--- config.mk ---
export PLATFORM = sky130hd
export DESIGN_NAME = polled_uart_rx_ring_device
export DESIGN_NICKNAME = d
export VERILOG_FILES = /design/src/hdl/pur_pkg.sv /design/src/hdl/polled_uart_rx_ring_device.sv
export SDC_FILE = /design/constraint.sdc
export NUM_CORES = 1
export LEC_CHECK = 0
export BUFFER_PORTS_ARGS = -buffer_cell sky130_fd_sc_hd__buf_2
export CAP_MARGIN = 10
export CORE_ASPECT_RATIO = 1.25
export CORE_MARGIN = 3
export CORE_UTILIZATION = 45
export CTS_BUF_LIST = sky130_fd_sc_hd__clkbuf_16
export DETAILED_ROUTE_END_ITERATION = 7
export HOLD_SLACK_MARGIN = 0.08
export PLACE_DENSITY = 0.62
export SYNTH_ARGS = -nofsm -noshare
export SYNTH_HDL_FRONTEND = slang
export SYNTH_SLANG_ARGS = --single-unit
--- constraint.sdc ---
create_clock -name clock -period 3.7 [get_ports clock]
set_clock_uncertainty 0.05 [all_clocks]
set_input_delay 0.74 -clock clock [delete_from_list [all_inputs] [get_ports clock]]
set_output_delay 0.74 -clock clock [all_outputs]
set_load 0.03 [all_outputs]
--- src/hdl/pur_pkg.sv ---
// Shared types and codes for the polled UART receive-ring device.
// No dependencies; used by polled_uart_rx_ring_device.
`default_nettype none

package pur_pkg;

   typedef enum logic [2:0] {
      KIND_RX_BYTE      = 3'd0,
      KIND_STATUS_READ  = 3'd1,
      KIND_STATUS_WRITE = 3'd2,
      KIND_RXDATA_READ  = 3'd3,
      KIND_TXDATA_WRITE = 3'd4,
      KIND_CONNECT      = 3'd5,
      KIND_DISCONNECT   = 3'd6
   } kind_type;

   typedef struct packed {
      kind_type   kind;
      logic [7:0] data;
   } req_type;

   typedef struct packed {
      logic [7:0] read_data;
      logic       tx_valid;
      logic [7:0] tx_byte;
   } rsp_type;

   // Ring entry returned by a data read while the ring is empty.
   localparam int EMPTY_READ_ENTRY = 3;

endpackage

`default_nettype wire

--- src/hdl/polled_uart_rx_ring_device.sv ---
// Polled UART with a receive ring: event decode, ring memory, result register.
// Depends on pur_pkg (req_type, rsp_type, kind_type, EMPTY_READ_ENTRY).
//
//  channel | ports                          | beat
//  --------+--------------------------------+------------------------------
//  request | req_valid, req_stall, req_data | one event (kind, data)
//  result  | rsp_valid, rsp_stall, rsp_data | read_data, tx_valid, tx_byte
//
// One event is taken per cycle while req_stall is low; its result passes the read stage, then the output register.
// The ring memory has one write and one registered read port; each event uses
// at most one of them, so with no stall the rate is one event per cycle.
// After reset the ring is zeroed, one entry per cycle, with req_stall high until
// the last entry is written.
// A stalled result holds in the output register; one more event can sit in
// the memory-read stage behind it before req_stall rises.
`default_nettype none

module polled_uart_rx_ring_device #(
   parameter int RING_DEPTH   = 64,
   parameter int RX_AVAIL_BIT = 0,
   parameter int TX_BUSY_BIT  = 1,
   parameter int RESET_BIT    = 2
) (
   input  wire              clock,
   input  wire              reset,
   input  wire              req_valid,
   output logic             req_stall,
   input  wire pur_pkg::req_type req_data,
   output logic             rsp_valid,
   input  wire              rsp_stall,
   output pur_pkg::rsp_type rsp_data
);

   localparam int IDX_W = $clog2(RING_DEPTH);
   localparam logic [IDX_W-1:0] LAST_IDX  = IDX_W'(RING_DEPTH - 1);
   localparam logic [IDX_W-1:0] EMPTY_IDX =
      IDX_W'(pur_pkg::EMPTY_READ_ENTRY % RING_DEPTH);

   typedef struct packed {
      pur_pkg::rsp_type pre;
      logic             mem_rd;
   } stage_type;

   logic [7:0] ring_mem [RING_DEPTH];
   logic [7:0] mem_q_ff;

   logic [IDX_W-1:0] rd_idx_ff, rd_idx_in;
   logic [IDX_W-1:0] wr_idx_ff, wr_idx_in;
   logic             has_data_ff, has_data_in;
   logic             link_up_ff, link_up_in;
   logic             clearing_ff, clearing_in;
   logic [IDX_W-1:0] clr_idx_ff, clr_idx_in;

   logic             s1_valid_ff, s1_valid_in;
   stage_type        s1_ff, s1_in;
   logic             out_valid_ff, out_valid_in;
   pur_pkg::rsp_type out_ff, out_in;

   logic             req_accept;
   logic             out_free;
   logic             s1_move;
   logic             mem_we, mem_re;
   logic [IDX_W-1:0] mem_waddr, mem_raddr;
   logic [7:0]       mem_wdata;
   logic [7:0]       status;
   logic [IDX_W-1:0] rd_next;
   logic [IDX_W-1:0] wr_next;

   assign out_free   = !out_valid_ff || !rsp_stall;
   assign s1_move    = s1_valid_ff && out_free;
   assign req_stall  = clearing_ff || (s1_valid_ff && !out_free);
   assign req_accept = req_valid && !req_stall;

   assign rd_next = (rd_idx_ff == LAST_IDX) ? '0 : rd_idx_ff + 1'b1;
   assign wr_next = (wr_idx_ff == LAST_IDX) ? '0 : wr_idx_ff + 1'b1;

   always_comb begin
      status = '0;
      status[RX_AVAIL_BIT[2:0]] = has_data_ff;
      status[TX_BUSY_BIT[2:0]]  = status[TX_BUSY_BIT[2:0]] | !link_up_ff;
   end

   // Event decode and post-reset clearing: next state, memory port controls, early result.
   always_comb begin
      rd_idx_in   = rd_idx_ff;
      wr_idx_in   = wr_idx_ff;
      has_data_in = has_data_ff;
      link_up_in  = link_up_ff;
      clearing_in = clearing_ff;
      clr_idx_in  = clr_idx_ff;
      mem_we      = 1'b0;
      mem_waddr   = wr_idx_ff;
      mem_wdata   = req_data.data;
      mem_re      = 1'b0;
      mem_raddr   = has_data_ff ? rd_idx_ff : EMPTY_IDX;
      s1_in       = '0;
      if (clearing_ff) begin
         mem_we     = 1'b1;
         mem_waddr  = clr_idx_ff;
         mem_wdata  = '0;
         clr_idx_in = clr_idx_ff + 1'b1;
         if (clr_idx_ff == LAST_IDX) begin
            clearing_in = 1'b0;
         end
      end else if (req_accept) begin
         case (req_data.kind)
            pur_pkg::KIND_RX_BYTE: begin
               mem_we      = 1'b1;
               has_data_in = 1'b1;
               wr_idx_in   = wr_next;
               if (!has_data_ff) begin
                  rd_idx_in = wr_idx_ff;
               end
            end
            pur_pkg::KIND_STATUS_READ: begin
               s1_in.pre.read_data = status;
            end
            pur_pkg::KIND_STATUS_WRITE: begin
               if (req_data.data[RESET_BIT[2:0]]) begin
                  has_data_in = 1'b0;
                  rd_idx_in   = '0;
                  wr_idx_in   = '0;
               end
            end
            pur_pkg::KIND_RXDATA_READ: begin
               mem_re       = 1'b1;
               s1_in.mem_rd = 1'b1;
               if (has_data_ff) begin
                  rd_idx_in = rd_next;
                  if (rd_next == wr_idx_ff) begin
                     has_data_in = 1'b0;
                  end
               end
            end
            pur_pkg::KIND_TXDATA_WRITE: begin
               if (link_up_ff) begin
                  s1_in.pre.tx_valid = 1'b1;
                  s1_in.pre.tx_byte  = req_data.data;
               end
            end
            pur_pkg::KIND_CONNECT: begin
               link_up_in = 1'b1;
            end
            pur_pkg::KIND_DISCONNECT: begin
               link_up_in = 1'b0;
            end
            default: begin
            end
         endcase
      end
   end

   always_comb begin
      s1_valid_in  = req_accept || (s1_valid_ff && !s1_move);
      out_valid_in = s1_move || (out_valid_ff && rsp_stall);
      out_in       = s1_ff.pre;
      if (s1_ff.mem_rd) begin
         out_in.read_data = mem_q_ff;
      end
   end

   always_ff @(posedge clock) begin
      if (mem_we) begin
         ring_mem[mem_waddr] <= mem_wdata;
      end
      if (mem_re) begin
         mem_q_ff <= ring_mem[mem_raddr];
      end
   end

   always_ff @(posedge clock) begin
      if (reset) begin
         rd_idx_ff    <= '0;
         wr_idx_ff    <= '0;
         has_data_ff  <= 1'b0;
         link_up_ff   <= 1'b0;
         clearing_ff  <= 1'b1;
         clr_idx_ff   <= '0;
         s1_valid_ff  <= 1'b0;
         out_valid_ff <= 1'b0;
      end else begin
         rd_idx_ff    <= rd_idx_in;
         wr_idx_ff    <= wr_idx_in;
         has_data_ff  <= has_data_in;
         link_up_ff   <= link_up_in;
         clearing_ff  <= clearing_in;
         clr_idx_ff   <= clr_idx_in;
         s1_valid_ff  <= s1_valid_in;
         out_valid_ff <= out_valid_in;
      end
   end

   always_ff @(posedge clock) begin
      if (req_accept) begin
         s1_ff <= s1_in;
      end
      if (s1_move) begin
         out_ff <= out_in;
      end
   end

   assign rsp_valid = out_valid_ff;
   assign rsp_data  = out_ff;

   a_idx_range: assert property (@(posedge clock) disable iff (reset)
      (int'(rd_idx_ff) < RING_DEPTH) && (int'(wr_idx_ff) < RING_DEPTH))
      else $error("ring index out of range");

   a_rx_sets_data: assert property (@(posedge clock) disable iff (reset)
      (req_accept && req_data.kind == pur_pkg::KIND_RX_BYTE) |=> has_data_ff)
      else $error("received byte left ring empty");

   a_status_reset: assert property (@(posedge clock) disable iff (reset)
      (req_accept && req_data.kind == pur_pkg::KIND_STATUS_WRITE
       && req_data.data[RESET_BIT[2:0]])
      |=> (!has_data_ff && wr_idx_ff == '0 && rd_idx_ff == '0))
      else $error("status reset did not empty ring");

   a_stage_held: assert property (@(posedge clock) disable iff (reset)
      (s1_valid_ff && !s1_move) |=> (s1_valid_ff && $stable(s1_ff)))
      else $error("blocked beat lost in read stage");

endmodule

`default_nettype wire
After elaboration in Yosys (flattened, before gate mapping)
Memory sizes are Yosys's and may differ from the RTL's. A register that Yosys moved wholly into a read port is not among the register bits.
Cells that the tools add are included.

cells by class
  eq/ne operators = 13
  bitwise gates (word level) = 4
  add/sub/neg operators = 3
  reductions and logical operators = 26
  muxes and demuxes = 27

operator list
  cell                                                 count
  two-way mux 6 bit                                    7
  adder 6 x 1 -> 6 bit, second input constant          3
  equality test 6 bit, second input constant           3
  one-hot mux 6 bit (3 select lines)                   1
  two-way mux 8 bit                                    2
  two-way mux 1 bit                                    13
  one-hot mux 6 bit (2 select lines)                   1
  equality test 3 bit, second input constant           3
  two-way mux 9 bit                                    1
  AND reduction 4 bit                                  2
  equality test 3 x 2 -> 1 bit, second input constant  2
  equality test 6 bit                                  1
  logical NOT 1 bit                                    6
  inequality test 2 bit, second input constant         3
  AND reduction 6 bit                                  1
  logical AND 1 bit                                    5
  logical OR 1 bit                                     4
  inverter 1 bit                                       4
  nonzero test 2 bit                                   2
  OR reduction 2 bit                                   2
  equality test 3 x 1 -> 1 bit, second input constant  1
  logical NOT 3 bit                                    1
  one-hot mux 1 bit (3 select lines)                   1
  AND reduction 3 bit                                  1
  3 further kinds                                      3

word-level totals
  bits in writable memories = 512
  memories = 1
  word-level logic and storage cells = 90
  register bits after elaboration = 58
  bits of input ports = 15

memory list
  memory    words  width  rd ports  clocked after memory_dff  wr ports  RTL line                          text
  ring_mem  64     8      1         1                         1         polled_uart_rx_ring_device.sv:44  logic [7:0] ring_mem [RING_DEPTH];

Longest topological paths before layout
  depth in word-level cells = 11
  mapped depth = 9
  depth with buffers taken out = 7

Worst setup path after synthesis
Ideal clock, no wire load.

  kind = reg-to-reg
  start = register clearing_ff
  end = memory ring_mem[0][0] (data pin)
  data arrival time = 2.598 ns
  data required time = 3.136 ns
  buffers on the path = 3
  path slack = 0.538 ns
  library setup time = 0.514 ns
  cell stages (with the launch flop) = 5
  path through = dfxtp_1 -> clkbuf_1 -> clkbuf_1 -> clkbuf_1 -> nor2b_1

on the way
  longest elaborated chain between the ends = 1

RTL lines
  item                      RTL line                           text
  start: declaration        polled_uart_rx_ring_device.sv:51   logic clearing_ff, clearing_in;
  start signal: assignment  polled_uart_rx_ring_device.sv:186  clearing_ff <= clearing_in;
  two-way mux 8 bit         polled_uart_rx_ring_device.sv:97   if (clearing_ff) begin
  net mem_wdata[0]          polled_uart_rx_ring_device.sv:64   logic [7:0] mem_wdata;
  end: declaration          polled_uart_rx_ring_device.sv:44

The timed path passes the listed nets, and every way through them passes these cells.

Worst setup path in the final report
  start = register rd_idx_ff[2]
  end = register mem_q_ff[6] (read register of ring_mem) (data pin)

on the way
  longest elaborated chain between the ends = 1

RTL lines
  item                      RTL line                           text
  start: declaration        polled_uart_rx_ring_device.sv:47   logic [IDX_W-1:0] rd_idx_ff, rd_idx_in;
  start signal: assignment  polled_uart_rx_ring_device.sv:182  rd_idx_ff <= rd_idx_in;
  two-way mux 6 bit         polled_uart_rx_ring_device.sv:95   mem_raddr = has_data_ff ? rd_idx_ff : EMPTY_IDX;
  end: declaration          polled_uart_rx_ring_device.sv:45   logic [7:0] mem_q_ff;

Every way passes these cells.
A chain may end at the register's enable or synchronous reset.

==> results_dict.tcl <==
set metrics [dict create \
    outcome "finished clean" \
    whs_endpoint "rsp_data[4]" \
    drc 0 \
    fmax_ghz 0.326 \
    vias 12900 \
    cts_tree "done" \
    synth_nets 1397 \
    start_util_pct 46.0 \
    first_iter_violations 1452 \
    syn-mean-instance-area_um2 16.6 \
    wl_um 56300 \
    ant_nets 0 \
    worst_slack_ns 0.632 \
    synth_cell_types 60 \
    dr.pass1.iters 6 \
    holdBufCountCts 0 \
    synth_top_area_share_pct 72.1 \
    rsz0062_at_grt "false" \
    seq_power_share_pct 55.4 \
    hold_path.startpoint "out_in[4]" \
    required_ns 4.12 \
    die_y_um 258 \
    cp-start-kind "flip-flop" \
    place_hpwl_um 36100 \
    io_buffer_count 33 \
    timing.slew.headroom_pct 38.5 \
    tns_ns 0 \
    drive_gt1_share_pct 20.7 \
    wl_per_cell_um 25.7 \
    crit_path_end_kind "flip-flop" \
    area_delta_synth_final_pct 14.7 \
    grt_use_met3_pct 2.93 \
    vdd_drop_max_v 0.000283 \
    ys_seq_area_share_pct 74.1 \
    min_period_over_period_pct 82.9 \
    p_leak_nw 8.32 \
    reg2reg_from "rd_idx_ff[2]" \
    dieArea_um2 53600 \
    netlist_top_cells_area "edfxtp_1 (72%), mux4_2 (4.8%), mux2i_1 (3.9%)" \
    rows 91 \
    grt_util_met1_pct 28.2 \
    antenna_found_initial 2 \
    clkPwrFrac_pct 43.5 \
    yosys.area.top_type "edfxtp_1" \
    netSwitchingFraction_pct 19.2 \
    synth_seq_cells 572 \
    p_int_mw 10.3 \
    cts_resized 0 \
    grt_overflow_total 0 \
    diodes 0 \
    synth_edf_count 549 \
    netlist_instances 1379 \
    place.gp.congestion 0.900 \
    maxCapViolCount 0 \
    die_x_um 208 \
    final.min_clock_period_ns 3.07 \
    synth_top_flop_cell "edfxtp_1" \
    top_usage_layer "met2" \
    vias_per_cell 5.88 \
    yosysWarnings 0 \
    grt_pass1_vias 12800 \
    synth_area_um2 22900 \
    hold_violations 0 \
    worstMarginPinSlew_ns 0.922 \
    rr_worst_depth 10 \
    htreeDepth 2 \
    core_um2 49800 \
    final_nets 1517 \
    grt_pass1_wl_um 84600 \
    io_pins 34 \
    timing.rr.end "mem_q_ff[6]" \
    critPathArrivalTime_ns 3.49 \
    track_usage_pct 20.8 \
    clockBufferDepth 3 \
    grt_max_degree 65 \
    cts_num_sinks 572 \
    grtUsageMet2_pct 35.2 \
    clk_pin_slew_ns 0.07 \
    final_max_slew_viol_count 0 \
    cts_inserted_buffers 55 \
    powerDensity_nw_per_um2 484 \
    worstPathMaxFanout 22 \
    hold_depth 0 \
    async_flop_share_pct 0 \
    min_path_type "flip-flop to flip-flop" \
    setup_violations 0 \
    critPathKind "flip-flop to flip-flop" \
    cts_root_buf "clkbuf_16" \
    clkLatencyLatePin_ns 0.59 \
    cts_setup_buffers 0 \
    p_sw_mw 2.44 \
    p_comb_share_pct 1.2 \
    ff2ff_setup_slack_ns 0.63 \
    dp_slack_ns 0.653 \
]
==> state kept, by name (all words and copies together) (netlist names) <==
signal and count:
clearing_ff 1, clr_idx_ff 6, has_data_ff 1, link_up_ff 1, mem_q_ff 8, out_in 9
rd_idx_ff 6, ring_mem 512, rsp_data 17, rsp_valid 1, s1_ff 3, s1_valid_ff 1
wr_idx_ff 6
==> worst max path at each step <==
stage,end,slack [ns],from,depth (start not counted)
after CTS,mem_q_ff[6],0.65,rd_idx_ff[2],10
after global routing,mem_q_ff[6],0.46,rd_idx_ff[2],10
final,mem_q_ff[6],0.63,rd_idx_ff[2],10
after detailed placement,mem_q_ff[6],0.65,rd_idx_ff[2],10
after global placement,mem_q_ff[6],0.65,rd_idx_ff[2],10
after floorplan,ring_mem[0][0],0.54,clearing_ff,4
==> worst max-delay path, stage by stage (launching register included) <==
cell and delay [ns]:
dfxtp_4 0.59, buf_4 0.43, inv_1 0.10, buf_4 0.24
a21boi_2 0.19, buf_4 0.22, o21ai_0 0.10, o211ai_1 0.28
o21ai_0 0.26, o41ai_1 0.29, buf_4 0.16
==> synthesized netlist by cell type, types with 12 or more instances <==
| library cell | number |
|---|---|
| edfxtp_1 | 549 |
| nor2_1 | 101 |
| mux2i_1 | 89 |
| nand2_1 | 59 |
| mux4_2 | 49 |
| clkbuf_1 | 45 |
| a21oi_1 | 36 |
| nor3_1 | 36 |
| o22ai_1 | 33 |
| o21ai_0 | 32 |
| nor2b_1 | 27 |
| mux2_2 | 24 |
| a22oi_1 | 23 |
| buf_2 | 23 |
| dfxtp_1 | 23 |
| o221ai_1 | 23 |
| nand3_1 | 22 |
| a211oi_1 | 20 |
| and2_1 | 15 |
| o31ai_1 | 12 |
==> per-layer routing <==
| layer | part of all wire [%] | vias up |
|---|---|---|
| li1 | - | 5725 |
| met5 | 0.046 | - |
| met3 | 6.7 | 110 |
| met2 | 50 | 518 |
| met1 | 40 | 6535 |
| met4 | 3.1 | 4 |
==> cells in the final DEF, fill, tap and decap left out, types with 7 or more instances in the layout <==
| master | Yosys | final |
|---|---|---|
| clkinv_1 | 0 | 13 |
| nor2_1 | 101 | 101 |
| bufinv_16 | 0 | 7 |
| nand3_1 | 22 | 22 |
| inv_1 | 5 | 11 |
| mux4_2 | 49 | 49 |
| o221ai_1 | 23 | 23 |
| xnor2_1 | 9 | 9 |
| mux2i_1 | 89 | 89 |
| buf_4 | 10 | 109 |
| a21oi_1 | 36 | 36 |
| nor2b_4 | 0 | 8 |
| mux2_2 | 24 | 24 |
| dfxtp_1 | 23 | 20 |
| edfxtp_1 | 549 | 549 |
| xor2_1 | 7 | 7 |
| o21ai_0 | 32 | 32 |
| o22ai_1 | 33 | 33 |
| a211oi_1 | 20 | 20 |
| o211ai_1 | 10 | 10 |
| o32a_1 | 7 | 7 |
| and2_1 | 15 | 15 |
| o21ai_1 | 10 | 10 |
| nand2_1 | 59 | 59 |
| nor2b_1 | 27 | 18 |
| a31oi_1 | 8 | 8 |
| clkbuf_16 | 0 | 55 |
| clkinv_2 | 0 | 11 |
| o31ai_1 | 12 | 12 |
| buf_2 | 23 | 33 |
| a22oi_1 | 23 | 23 |
| nor3_1 | 36 | 36 |
==> per-stage QoR <==
step	cell area [um^2]	instances	hold slack [ns]	util, %	power, mW
floorplan	22900	1379	0.350	-	7.24
global placement	24500	2093	0.357	49.1	7.32
detailed placement	24500	2093	0.356	49.1	7.32
CTS	26200	2193	0.371	52.7	12.8
global route	26200	2193	0.375	52.7	13.1
finish	26200	2193	0.371	52.7	12.7
==> area by class of cell <==
class,instances,area (um^2)
fillers,3990,23500
clock inverters,45,399
flip-flops and latches,572,17000
repair buffers,147,1080
well taps,651,815
multi-input cells,718,5580
inverters,5,18.8
clock buffers,55,1380
==> logic make-up after synthesis <==
group / after synthesis / share of synthesized area, %
DFF: 572 / 74.1
and+or+nand+nor: 293 / 6.11
AOI/OAI and AO/OA: 242 / 7.22
muxes: 164 / 10.0
buffers and inverters: 89 / 1.78
xor gates and xnor gates: 16 / 0.613
adders and majority gates: 3 / 0.164
==> power groups by stage <==
| stage | Clock, mW | Combinational [mW] | Sequential (mW) |
|---|---|---|---|
| 2_1_floorplan | 0 | 0.0688 | 7.17 |
| 3_3_place_gp | 0 | 0.144 | 7.17 |
| 3_5_place_dp | 0 | 0.145 | 7.17 |
| 4_1_cts | 5.62 | 0.146 | 7.03 |
| 5_1_grt | 5.89 | 0.155 | 7.03 |
| 6_report | 5.52 | 0.146 | 7.03 |
Power figures use the tool's default switching activity.
